==> src/rtl/rbht_pkg.sv <==
// Shared types and constants for the random byte block health test.
`default_nettype none
package rbht_pkg;

    localparam int BYTE_W = 8;
    localparam int ONES_W = 14;
    localparam int RUN_W  = 10;
    localparam int CFG_INDEX_W = 2;
    localparam int CFG_DATA_W  = 14;
    localparam int M_DATA_W    = 32;

    localparam int ONES_MAX = 16383;
    localparam int RUN_MAX  = 1023;

    localparam int BLOCK_BYTES_DEFAULT = 1024;

    typedef enum logic [CFG_INDEX_W-1:0] {
        CFG_MIN_ONES  = 2'd0,
        CFG_MAX_ONES  = 2'd1,
        CFG_RUN_LIMIT = 2'd2
    } cfg_index_t;

    typedef enum logic [1:0] {
        REASON_NONE      = 2'd0,
        REASON_CONSTANT  = 2'd1,
        REASON_IMBALANCE = 2'd2,
        REASON_LONG_RUN  = 2'd3
    } reason_t;

    typedef struct packed {
        logic              valid;
        logic [BYTE_W-1:0] sample_byte;
        logic              last_byte;
    } beat_t;

    typedef struct packed {
        logic [ONES_W-1:0] min_ones;
        logic [ONES_W-1:0] max_ones;
        logic [RUN_W-1:0]  run_limit;
    } cfg_t;

endpackage
`default_nettype wire

==> src/rtl/rbht_tracker.sv <==
// Block statistics, verdict logic and the result register.
`default_nettype none
module rbht_tracker
    import rbht_pkg::*;
(
    input  wire logic                aclk,
    input  wire logic                aresetn,
    input  wire beat_t               beat,
    input  wire cfg_t                cfg,
    output logic                     advance,
    output logic                     m_tvalid,
    input  wire logic                m_tready,
    output logic [M_DATA_W-1:0]      m_tdata   // passed, fail_reason, ones_total, longest_run
);

    logic [BYTE_W-1:0] prev_reg;
    logic [BYTE_W-1:0] prev_next;
    logic              have_prev_reg;
    logic              have_prev_next;
    logic              zero_only_reg;
    logic              zero_only_next;
    logic              all_ff_reg;
    logic              all_ff_next;
    logic [ONES_W-1:0] ones_reg;
    logic [ONES_W-1:0] ones_next;
    logic [RUN_W-1:0]  run_reg;
    logic [RUN_W-1:0]  run_next;
    logic [RUN_W-1:0]  best_reg;
    logic [RUN_W-1:0]  best_next;

    logic [3:0]        pop;
    logic [ONES_W:0]   ones_sum;
    logic [ONES_W-1:0] ones_upd;
    logic [RUN_W-1:0]  run_upd;
    logic [RUN_W-1:0]  best_upd;
    logic              zero_upd;
    logic              ff_upd;
    reason_t           reason;

    logic                out_valid_reg;
    logic                out_valid_next;
    logic [M_DATA_W-1:0] out_data_reg;
    logic [M_DATA_W-1:0] out_data_next;

    assign advance = beat.valid && (!beat.last_byte || !out_valid_reg || m_tready);

    always_comb begin
        pop = '0;
        for (int i = 0; i < BYTE_W; i++) begin
            pop = pop + 4'(beat.sample_byte[i]);
        end
    end

    always_comb begin
        zero_upd = zero_only_reg && (beat.sample_byte == 8'h00);
        ff_upd   = all_ff_reg && (beat.sample_byte == 8'hFF);
        ones_sum = {1'b0, ones_reg} + (ONES_W+1)'(pop);
        ones_upd = (ones_sum > (ONES_W+1)'(ONES_MAX)) ? ONES_W'(ONES_MAX)
                                                       : ones_sum[ONES_W-1:0];
        if (have_prev_reg && (beat.sample_byte == prev_reg)) begin
            run_upd = (run_reg < RUN_W'(RUN_MAX)) ? run_reg + 1'b1 : run_reg;
        end else begin
            run_upd = '0;
        end
        best_upd = (run_upd > best_reg) ? run_upd : best_reg;

        if (zero_upd || ff_upd) begin
            reason = REASON_CONSTANT;
        end else if ((ones_upd < cfg.min_ones) || (ones_upd > cfg.max_ones)) begin
            reason = REASON_IMBALANCE;
        end else if (best_upd > cfg.run_limit) begin
            reason = REASON_LONG_RUN;
        end else begin
            reason = REASON_NONE;
        end
    end

    always_comb begin
        prev_next      = prev_reg;
        have_prev_next = have_prev_reg;
        zero_only_next = zero_only_reg;
        all_ff_next    = all_ff_reg;
        ones_next      = ones_reg;
        run_next       = run_reg;
        best_next      = best_reg;
        if (advance) begin
            if (beat.last_byte) begin
                prev_next      = '0;
                have_prev_next = 1'b0;
                zero_only_next = 1'b1;
                all_ff_next    = 1'b1;
                ones_next      = '0;
                run_next       = '0;
                best_next      = '0;
            end else begin
                prev_next      = beat.sample_byte;
                have_prev_next = 1'b1;
                zero_only_next = zero_upd;
                all_ff_next    = ff_upd;
                ones_next      = ones_upd;
                run_next       = run_upd;
                best_next      = best_upd;
            end
        end
    end

    always_ff @(posedge aclk) begin
        if (!aresetn) begin
            prev_reg      <= '0;
            have_prev_reg <= 1'b0;
            zero_only_reg <= 1'b1;
            all_ff_reg    <= 1'b1;
            ones_reg      <= '0;
            run_reg       <= '0;
            best_reg      <= '0;
        end else begin
            prev_reg      <= prev_next;
            have_prev_reg <= have_prev_next;
            zero_only_reg <= zero_only_next;
            all_ff_reg    <= all_ff_next;
            ones_reg      <= ones_next;
            run_reg       <= run_next;
            best_reg      <= best_next;
        end
    end

    always_comb begin
        out_valid_next = out_valid_reg && !m_tready;
        out_data_next  = out_data_reg;
        if (advance && beat.last_byte) begin
            out_valid_next = 1'b1;
            out_data_next  = {5'b0, best_upd, ones_upd, reason,
                              (reason == REASON_NONE)};
        end
    end

    always_ff @(posedge aclk) begin
        if (!aresetn) begin
            out_valid_reg <= 1'b0;
        end else begin
            out_valid_reg <= out_valid_next;
        end
    end

    always_ff @(posedge aclk) begin
        out_data_reg <= out_data_next;
    end

    assign m_tvalid = out_valid_reg;
    assign m_tdata  = out_data_reg;

endmodule
`default_nettype wire

==> config.mk <==
export PLATFORM = sky130hd
export DESIGN_NAME = rbht_tracker
export DESIGN_NICKNAME = d
export VERILOG_FILES = /design/src/rtl/rbht_pkg.sv /design/src/rtl/rbht_tracker.sv
export SDC_FILE = /design/constraint.sdc
export NUM_CORES = 1
export LEC_CHECK = 0
export ABC_AREA = 1
export BUFFER_PORTS_ARGS = -buffer_cell sky130_fd_sc_hd__buf_4
export CORE_MARGIN = 2
export CORE_UTILIZATION = 25
export CTS_BUF_LIST = sky130_fd_sc_hd__clkbuf_4 sky130_fd_sc_hd__clkbuf_8
export CTS_CLUSTER_SIZE = 20
export DETAILED_ROUTE_END_ITERATION = 10
export SYNTH_ARGS = -nofsm -noshare
export SYNTH_HDL_FRONTEND = slang
export SYNTH_SLANG_ARGS = --single-unit
==> constraint.sdc <==
create_clock -name aclk -period 5.6 [get_ports aclk]
set_input_delay 0.84 -clock aclk [delete_from_list [all_inputs] [get_ports aclk]]
set_output_delay 0.84 -clock aclk [all_outputs]
set_load 0.1 [all_outputs]
# Word-level counts from Yosys, hierarchy flattened

Index checks and enable logic that the tools add are counted.

Add/sub/neg operators: 9
$mul: 0
Div/mod/pow operators: 0
Order comparisons: 6
Eq/ne operators: 2
Shifts and indexed selects: 0
Multiplexer cells: 15
Bitwise logic cells: 0
Reductions and logical operators: 15

Operators with widths:

| cell                                                                              | count |
|---|---|
| 10-bit 2-to-1 mux                                                                 | 5 |
| 14-bit 2-to-1 mux                                                                 | 2 |
| 10-bit greater-than comparator                                                    | 2 |
| 4-bit by 1-bit adder with 4-bit output                                            | 4 |
| 14-bit by 4-bit adder with 15-bit output                                          | 1 |
| 15-bit by 14-bit greater-than comparator with 1-bit output, second input constant | 1 |
| 14-bit greater-than comparator                                                    | 1 |
| 14-bit less-than comparator                                                       | 1 |
| 10-bit by 1-bit adder with 10-bit output, second input constant                   | 1 |
| 10-bit less-than comparator, second input constant                                | 1 |
| 8-bit equality test                                                               | 1 |
| 8-bit equality test, second input constant                                        | 1 |
| 8-bit logical NOT                                                                 | 1 |
| 8-bit 2-to-1 mux                                                                  | 1 |
| 1-bit logical AND                                                                 | 6 |
| 2-bit 2-to-1 mux                                                                  | 3 |
| 3-bit by 1-bit adder with 4-bit output                                            | 1 |
| 1-bit logical OR                                                                  | 4 |
| 1-bit 2-to-1 mux                                                                  | 4 |
| 2-bit by 1-bit adder with 3-bit output                                            | 1 |
| 1-bit logical NOT                                                                 | 3 |
| 1-bit by 1-bit adder with 2-bit output                                            | 1 |
| 2-bit logical NOT                                                                 | 1 |

Register bits: 73
Latch bits: 0
Memory bits (writable): 0
Bits in read-only memories: 0
Bits of input ports: 51
Output and inout port bits: 34
Logic and storage cells: 56
Memories kept: 0

# Logic depth before layout (Yosys ltp)

Gate-level depths: netlist of run 1.

Word-level depth: 15
Gate-level depth with buffers: 28
Gate-level depth less buffers: 28

# Worst setup path before layout of run 1

No wires, ideal clock.

Kind: input port to flip-flop
Start point: in beat[1] (netlist name)
End point: reg out_data_reg[2], in the netlist m_tdata[2] (data pin)
Library setup time: 249 ps
Data arrival time: 4792 ps
Data required time: 5351 ps
Setup slack: 558 ps
Stages: 24
Buffers on the path: 0
Path through: fa_1 > inv_1 > fa_1 > fa_1 > fa_1 > fa_1 > inv_1 > nand2_1 > nand2_1 > nand2_1 > inv_1 > nand4_1 > a21boi_0 > o21ai_1 > ha_1 > nand2_1 > inv_1 > nand3_1 > nor3_1 > nand4_1 > nand2_1 > nand3_1 > nand2_1 > inv_1

Longest elaborated chain between the ends: 14
Elaborated cells between the ends (all ways): 27
Classes of those cells: 8 x add/sub; 5 x order compare; 2 x eq/ne; 6 x mux; 6 x reduce/logical

Ends and longest elaborated chain:

| item                                                                          | line                | source |
|---|---|---|
| start: declaration                                                            | rbht_tracker.sv:8   | `input wire beat_t beat,` |
| 1-bit by 1-bit adder with 2-bit output (*)                                    | rbht_tracker.sv:50  | `pop = pop + 4'(beat.sample_byte[i]);` |
| 2-bit by 1-bit adder with 3-bit output (*)                                    | rbht_tracker.sv:50  |  |
| 3-bit by 1-bit adder with 4-bit output (*)                                    | rbht_tracker.sv:50  |  |
| 4-bit by 1-bit adder with 4-bit output (*) (4 in a row)                       | rbht_tracker.sv:50  |  |
| 14-bit by 4-bit adder with 15-bit output (*)                                  | rbht_tracker.sv:57  | `ones_sum = {1'b0, ones_reg} + (ONES_W+1)'(pop);` |
| 15-bit by 14-bit greater-than comparator with 1-bit output                    | rbht_tracker.sv:58  | `ones_upd = (ones_sum > (ONES_W+1)'(ONES_MAX)) ? ONES_W'(ONES_MAX)` |
| 14-bit 2-to-1 mux (*)                                                         | rbht_tracker.sv:58  |  |
| net ones_upd[12]                                                              | rbht_tracker.sv:33  | `logic [ONES_W-1:0] ones_upd;` |
| 14-bit less-than comparator or 14-bit greater-than comparator (tied branches) | rbht_tracker.sv:69  | `end else if ((ones_upd < cfg.min_ones) \|\| (ones_upd > cfg.max_ones)) begin` |
| 1-bit logical OR (*)                                                          | rbht_tracker.sv:69  |  |
| 2-bit 2-to-1 mux (*)                                                          | rbht_tracker.sv:69  |  |
| 2-bit 2-to-1 mux (*)                                                          | rbht_tracker.sv:67  | `if (zero_upd \|\| ff_upd) begin` |
| net reason[1]                                                                 | rbht_tracker.sv:38  | `reason_t reason;` |
| end signal: assignment                                                        | rbht_tracker.sv:146 | `out_data_reg <= out_data_next;` |
| end: declaration                                                              | rbht_tracker.sv:42  | `logic [M_DATA_W-1:0] out_data_reg;` |

The timed path passes the listed nets; every way through them passes the cells marked *.
A chain may end at the register's enable or synchronous reset.

# Worst setup path in the final report of run 1

Ends and elaborated chain as after synthesis.

==> results of run 1 <==
per-layer routing:
layer	part of all wire (%)	GRT usage [%]	wire, µm
met1	50	16.8	6470
met2	44	20.0	5740
met4	1.6	4.71	213
met3	4.2	1.93	538
met5	0	0	0
layout by cell type, fill, tap and decap left out, drive strengths merged, types with 2 or more instances in the layout:
master,n
a21boi,6
a21oi,62
and2,2
buf,90
bufinv,3
clkbuf,12
clkinv,2
conb,5
dfxtp,46
edfxtp,27
fa,5
ha,56
inv,113
nand2,191
nand3,27
nand3b,3
nand4,18
nor2,39
nor3,17
nor3b,2
o211ai,2
o21a,5
o21ai,23
o21bai,2
o22ai,2
or2,4
xnor2,4
xor2,6
stage by stage:
step	std cells	area [µm²]	hold WS [ns]
2_1_floorplan	694	5110	0.445
3_5_place_dp	1034	6030	0.458
6_report	1050	6290	0.470
3_3_place_gp	1034	6030	0.454
4_1_cts	1050	6290	0.470
5_1_grt	1050	6290	0.488
worst paths after layout:
kind	startpoint	to	slack [ns]	depth (start not counted)
max	beat[1]	m_tdata[2]	0.45	25
min	ones_reg[0]	ones_reg[0]	0.47	2
max reg2reg	run_reg[0]	m_tdata[0]	0.92	25
min reg2reg	ones_reg[0]	ones_reg[0]	0.47	2
power groups by stage:
stage | Sequential (mW) | Combinational [mW] | Clock [mW]
final | 0.628 | 0.872 | 0.539
after global routing | 0.633 | 0.983 | 0.569
after CTS | 0.628 | 0.881 | 0.551
after detailed placement | 0.640 | 0.875 | 0
after global placement | 0.641 | 0.862 | 0
after floorplan | 0.806 | 0.460 | 0
cell type report:
type                            instances  area [µm²]  area share [%]
Tap cell                              270         338            5.37
Sequential cell                        73        1730            27.5
Multi-Input combinational cell        487        2860            45.5
Timing Repair Buffer                   90         676            10.7
Inverter                              114         428            6.80
Clock inverter                          4        98.8            1.57
Clock buffer                           12         159            2.53
worst register-to-register path, stage by stage, from the launching register on:
cell,delay (ns)
dfxtp_1,0.42
ha_1,0.25
nand3_1,0.11
nor2_2,0.18
nand2_1,0.11
xnor2_1,0.14
nor2_1,0.16
nor2_1,0.10
ha_1,0.28
nand2_1,0.07
nor2_1,0.22
nand2_1,0.09
o211ai_1,0.20
nand2_1,0.20
inv_1,0.22
buf_4,0.19
a21boi_0,0.15
ha_1,0.33
nand2_1,0.07
nor3_1,0.28
o21ai_0,0.15
o211ai_1,0.12
o21ai_0,0.12
buf_4,0.15
nand3_1,0.10
nor2_1,0.04
kinds of logic (layout without fill, tap and decap cells):
family | after synthesis | after routing
AND/OR/NAND/NOR | 304 | 304
AO/OA/AOI/OAI | 107 | 107
buffers and inverters | 134 | 220
other | 1 | 5
adder cells (fa/ha/maj) | 61 | 61
XOR/XNOR | 10 | 10
flip-flops | 73 | 73
==> results.py, run 1 <==
metrics = {
    "yosys": {
        "synthTopCellsByCount": "nand2_1, inv_1, a21oi_1",
        "yosys.area_share.simple_pct": 26.5,
        "ys_seq_area_share_pct": 34.0,
        "synth.cell_area_mm2": 0.00509,
        "yosysMostFrequentCell": "nand2_1",
        "avgSynthCellArea_um2": 7.38,
        "synth_compound_area_share_pct": 11.7,
        "syn_inst": 690,
        "synth_area_leader_cell": "dfxtp_1",
        "ys_ff_latch": 73,
        "synthTopCellsByArea": "dfxtp_1, edfxtp_1, nand2_1, ha_1, inv_1",
        "synth_edf_count": 27,
        "synth_top_flop_cell": "dfxtp_1",
        "muxShareOfSynthArea_pct": 0,
        "async_reset_ff_share_pct": 0,
        "synth_top_family_by_area": "simple AND/OR/NAND/NOR gates",
        "synth_adder_area_share_pct": 15.7,
        "yosys_warnings": 0,
        "synth_xor_area_share_pct": 1.72,
        "synth_top_area_share_pct": 18.1,
        "ys_types": 44,
    },
    "floorplan": {
        "fp.dieW_um": 147,
        "start_util_pct": 25.3,
        "die_area_mm2": 0.0215,
        "coreArea_mm2": 0.0201,
        "die-height_um": 147,
        "core.rowCount": 52,
        "io_pins": 85,
    },
    "clocking": {
        "cts_buffers": 9,
        "clk_pin_slew_ns": 0.08,
        "ctsResizeCount": 0,
        "cts_setup_buffers": 0,
        "insertion_delay_ns": 0.37,
        "htreeDepth": 3,
        "tritoncts": "built",
        "postCtsHoldBufs": 0,
        "cts.sinks": 73,
        "cts_root_buffer": "clkbuf_8",
        "cts_buffer_depth": 2,
    },
    "setup_path": {
        "crit_type": "in -> reg",
        "cp_common_cell": "nand2_1",
        "worstPathArrival_ns": 5.27,
        "crit_required_ns": 5.72,
        "worst_path_largest_cell_delay_ns": 0.54,
        "crit_fanout": 4,
        "startpoint_type": "input port",
        "slowest_stage": "fa_1",
        "end_kind": "flip-flop",
        "path_delay_family": "adder cells",
        "worst-path-buf-inv": 6,
    },
    "power_and_ir_drop": {
        "power.switching_mw": 0.807,
        "power_density_mw_per_mm2": 324,
        "intPower_mw": 1.23,
        "p_sw_share_pct": 39.6,
        "seq_power_share_pct": 30.8,
        "power.share.combinational_pct": 42.8,
        "leakage_nw": 3.01,
        "clkPwrFrac_pct": 26.4,
        "peakVddDrop_uv": 102,
        "p_total_mw": 2.04,
    },
    "final_layout": {
        "fillers": 2135,
        "syn2layout_area_growth_pct": 23.5,
        "drive_gt1_share_pct": 16.7,
        "final_nets": 887,
        "n_antenna_cell": 0,
        "final_util_pct": 31.3,
        "largest_reg_flops": 27,
    },
    "detailed_routing": {
        "vias": 4544,
        "drtPass1Iterations": 4,
        "antenna_left": 0,
        "routed_wl_um": 13000,
        "via_per_inst": 4.33,
        "drcViolationCount": 0,
        "drt_iter0_markers": 236,
        "wl_per_cell_um": 12.3,
    },
    "run_status": {
        "status": "finished clean",
    },
    "placed_design": {
        "io_buffer_count": 79,
        "gp_congestion": 0.850,
        "dpl_worst_slack_ns": 0.0608,
        "dp_hpwl_um": 9910,
    },
    "global_route": {
        "grt.total_usage_pct": 12.4,
        "grt_pass1_wl_um": 21700,
        "grt_pass1_vias": 4414,
        "grt_overflow": 0,
        "grt_max_degree": 44,
        "antenna_found_initial": 0,
    },
    "sta": {
        "maxSlewViolCount": 0,
        "finalClockSkew_ns": 0.0148,
        "max_freq_mhz": 194,
        "maxSlewHeadroom_pct": 53.0,
        "worst_pin_slew_ns": 0.697,
        "setup_slack_ns": 0.451,
        "finalSetupTns_ns": 0,
        "rsz0062_at_grt": "no",
        "finalCritPeriodShare_pct": 92.0,
        "post-route-min-period_ns": 5.15,
        "final-hold-violation-count": 0,
        "setup_violations": 0,
    },
    "job": {
        "drv_cap": 0,
    },
    "worst_hold_path": {
        "hold_class": "reg -> reg",
    },
}
Note: power is estimated with default switching activity, not from simulation.
==> inputs of run 2 (changes only) <==
Settings changed: ABC_AREA 1 to default.
==> run 2 against run 1 <==
  * Sequential share of layout area grew 0.30 points
  * Final cell count shrank 12%
  * Power shrank 29%
  * Critical endpoint is now m_tdata[0]
  * Clock-buffer cell count shrank 3
  * Synthesized cell count shrank 21%
  * Global-route usage grew 0.16 points
  * Utilization grew 0.89 points
  * Die area shrank 4.1%
==> results.py, run 2 <==
metrics = {
    "clocking": {
        "clk_pin_slew_ns": 0.09,
        "htreeDepth": 3,
        "cts_buffers": 9,
        "cts_buffer_depth": 2,
        "cts_root_buffer": "clkbuf_8",
        "cts_setup_buffers": 0,
        "tritoncts": "built",
        "insertion_delay_ns": 0.36,
        "cts.sinks": 73,
    },
    "job": {
        "drv_cap": 0,
    },
    "sta": {
        "rsz0062_at_grt": "no",
        "max_freq_mhz": 189,
        "post-route-min-period_ns": 5.30,
        "final-hold-violation-count": 0,
        "setup_violations": 0,
        "worst_pin_slew_ns": 0.848,
        "finalCritPeriodShare_pct": 94.7,
        "finalClockSkew_ns": 0.0136,
        "maxSlewViolCount": 0,
        "hold_ws_ns": 0.470,
        "setup_slack_ns": 0.298,
        "finalSetupTns_ns": 0,
        "maxSlewHeadroom_pct": 43.4,
    },
    "yosys": {
        "synthTopCellsByArea": "dfxtp_1, edfxtp_1, ha_1, inv_1, nand2_1",
        "synth_top_area_share_pct": 18.9,
        "synth_edf_count": 27,
        "yosys.area_share.simple_pct": 17.2,
        "synth_top_family_by_area": "compound AO/OA/AOI/OAI gates",
        "avgSynthCellArea_um2": 8.92,
        "syn_inst": 547,
        "synth_xor_area_share_pct": 2.69,
        "ys_types": 58,
        "muxShareOfSynthArea_pct": 1.15,
        "synth.cell_area_mm2": 0.00488,
        "yosysMostFrequentCell": "inv_1",
        "ys_ff_latch": 73,
        "synth_area_leader_cell": "dfxtp_1",
        "yosys_warnings": 0,
        "synth_adder_area_share_pct": 16.4,
        "async_reset_ff_share_pct": 0,
        "ys_seq_area_share_pct": 35.5,
        "synth_compound_area_share_pct": 19.5,
        "synth_top_flop_cell": "dfxtp_1",
        "synthTopCellsByCount": "inv_1, ha_1, nand2_1",
    },
    "detailed_routing": {
        "antenna_left": 0,
        "vias": 4192,
        "routed_wl_um": 12500,
        "wl_per_cell_um": 13.5,
        "drt_iter0_markers": 200,
        "drcViolationCount": 0,
        "via_per_inst": 4.51,
        "drtPass1Iterations": 4,
    },
    "final_layout": {
        "final_nets": 771,
        "fin_area_mm2": 0.00622,
        "syn2layout_area_growth_pct": 27.5,
        "largest_reg_flops": 27,
        "multiInputGateArea_mm2": 0.00282,
        "mostFrequentLayoutCell": "buf_4",
        "n_antenna_cell": 0,
        "fillers": 2035,
        "drive_gt1_share_pct": 22.7,
        "seq_area_mm2": 0.00173,
        "layout_common_cells": "buf_4, inv_1, ha_1",
    },
    "setup_path": {
        "worst-path-buf-inv": 3,
        "worst_path_largest_cell_delay_ns": 0.52,
        "end_kind": "flip-flop",
        "crit_path_cell_trace": "buf_4, fa_1, inv_1, fa_1, fa_1, fa_2, fa_1, nand2b_1, a21oi_1, buf_4, and3_1, nand3b_1, o21a_1, ha_1, and4_1, nand3_1, o32a_1, o31ai_2, nand2_1, nor3b_1",
        "crit_fanout": 3,
        "crit_type": "in -> reg",
        "cp_common_cell": "fa_1",
        "startpoint_type": "input port",
        "crit_required_ns": 5.81,
        "path_delay_family": "adder cells",
        "worstPathArrival_ns": 5.51,
        "slowest_stage": "fa_1",
    },
    "run_status": {
        "status": "finished clean",
    },
    "global_route": {
        "grt_overflow": 0,
        "antenna_found_initial": 0,
        "grt_pass1_wl_um": 20300,
        "grt_max_degree": 38,
        "grt.total_usage_pct": 12.6,
        "grt_pass1_vias": 3981,
    },
    "placed_design": {
        "gp_congestion": 0.825,
        "io_buffer_count": 79,
        "dpl_worst_slack_ns": -0.186,
        "dp_hpwl_um": 9670,
        "place_area_mm2": 0.00601,
    },
    "power_and_ir_drop": {
        "leakage_nw": 2.73,
        "power_density_mw_per_mm2": 234,
        "p_total_mw": 1.45,
        "peakVddDrop_uv": 85.3,
    },
    "floorplan": {
        "io_pins": 85,
        "fp.dieW_um": 144,
        "die-height_um": 144,
        "die_area_mm2": 0.0206,
        "core.rowCount": 51,
        "start_util_pct": 25.2,
        "coreArea_mm2": 0.0193,
    },
    "worst_hold_path": {
        "hold_class": "reg -> reg",
    },
}
run 2: changes by cell type after synthesis, sizes merged, moves of 6 or more:
| cell | before | now |
|---|---|---|
| o21ai | 23 | 32 |
| nor3 | 17 | 9 |
| a21oi | 62 | 29 |
| a21boi | 6 | 18 |
| inv | 113 | 68 |
| a21o | 0 | 7 |
| a211oi | 1 | 7 |
| nor4 | 0 | 6 |
| a22o | 0 | 12 |
| nor2 | 39 | 25 |
| a22oi | 0 | 6 |
| nor2b | 0 | 15 |
| nand2 | 191 | 47 |
run 2: logic make-up after synthesis:
logic type,count (synthesis)
AO/OA/AOI/OAI,139
AND/OR/NAND/NOR,164
other,1
flip-flops,73
adder cells (fa/ha/maj),61
XOR/XNOR,15
buffers and inverters,89
multiplexers,5
run 2: area by class of cell:
type,instances,area share (%)
Multi-Input combinational cell,389,45.3
Timing Repair Buffer,118,14.2
Clock buffer,9,1.99
Tap cell,265,5.33
Inverter,68,4.10
Sequential cell,73,27.8
Clock inverter,7,1.25
run 2: worst reg2reg max path: stages, from the launching register on:
cell and delay (ns):
dfxtp_1 0.44, ha_1 0.24, nand2_1 0.12, or3_1 0.52
nand4_1 0.17, xor2_1 0.21, nor2_1 0.12, ha_1 0.32
nand4_1 0.13, a21oi_1 0.17, a2111oi_2 0.08, nor2_2 0.65
o21ai_0 0.29, ha_1 0.37, nand4_1 0.14, nor2_1 0.16
a21oi_1 0.08, o21ai_0 0.08, o21ai_0 0.11, buf_4 0.15
nor3b_1 0.13
run 2: final timing paths:
| check | to | depth (start not counted) | startpoint | slack (ns) |
|---|---|---|---|---|
| worst max-delay path | m_tdata[0] | 20 | beat[1] | 0.30 |
| worst min-delay path | zero_only_reg | 1 | zero_only_reg | 0.47 |
| worst max register to register | m_tdata[0] | 20 | run_reg[0] | 0.71 |
| worst min register to register | zero_only_reg | 1 | zero_only_reg | 0.47 |
run 2: repair_timing:
action	in CTS	in global routing
hold buffers	0	0
endpoints found under the setup margin	0	3
resized for setup	0	4
run 2: power breakdown:
group	internal (mW)	total, mW	leakage, nW	switching [mW]
logic	0.164	0.434	2.00	0.270
registers	0.573	0.581	0.627	0.00790
clock network	0.210	0.438	0.100	0.229
total	0.948	1.45	2.73	0.506
run 2: metal layers:
| layer | wire length [µm] | part of all wire (%) | vias up | global-route usage (%) |
|---|---|---|---|---|
| li1 | - | - | 2167 | - |
| met1 | 6170 | 49 | 1933 | 17.3 |
| met2 | 5670 | 45 | 86 | 20.0 |
| met3 | 580 | 4.6 | 6 | 2.00 |
| met4 | 97 | 0.77 | 0 | 4.33 |
| met5 | 0 | 0 | - | 0 |
run 2: per-stage QoR:
stage / utilization, % / std cells
4_1_cts: 32.1 / 929
3_5_place_dp: 31.1 / 913
6_report: 32.2 / 929
3_3_place_gp: 31.1 / 913
5_1_grt: 32.2 / 929
2_1_floorplan: - / 551
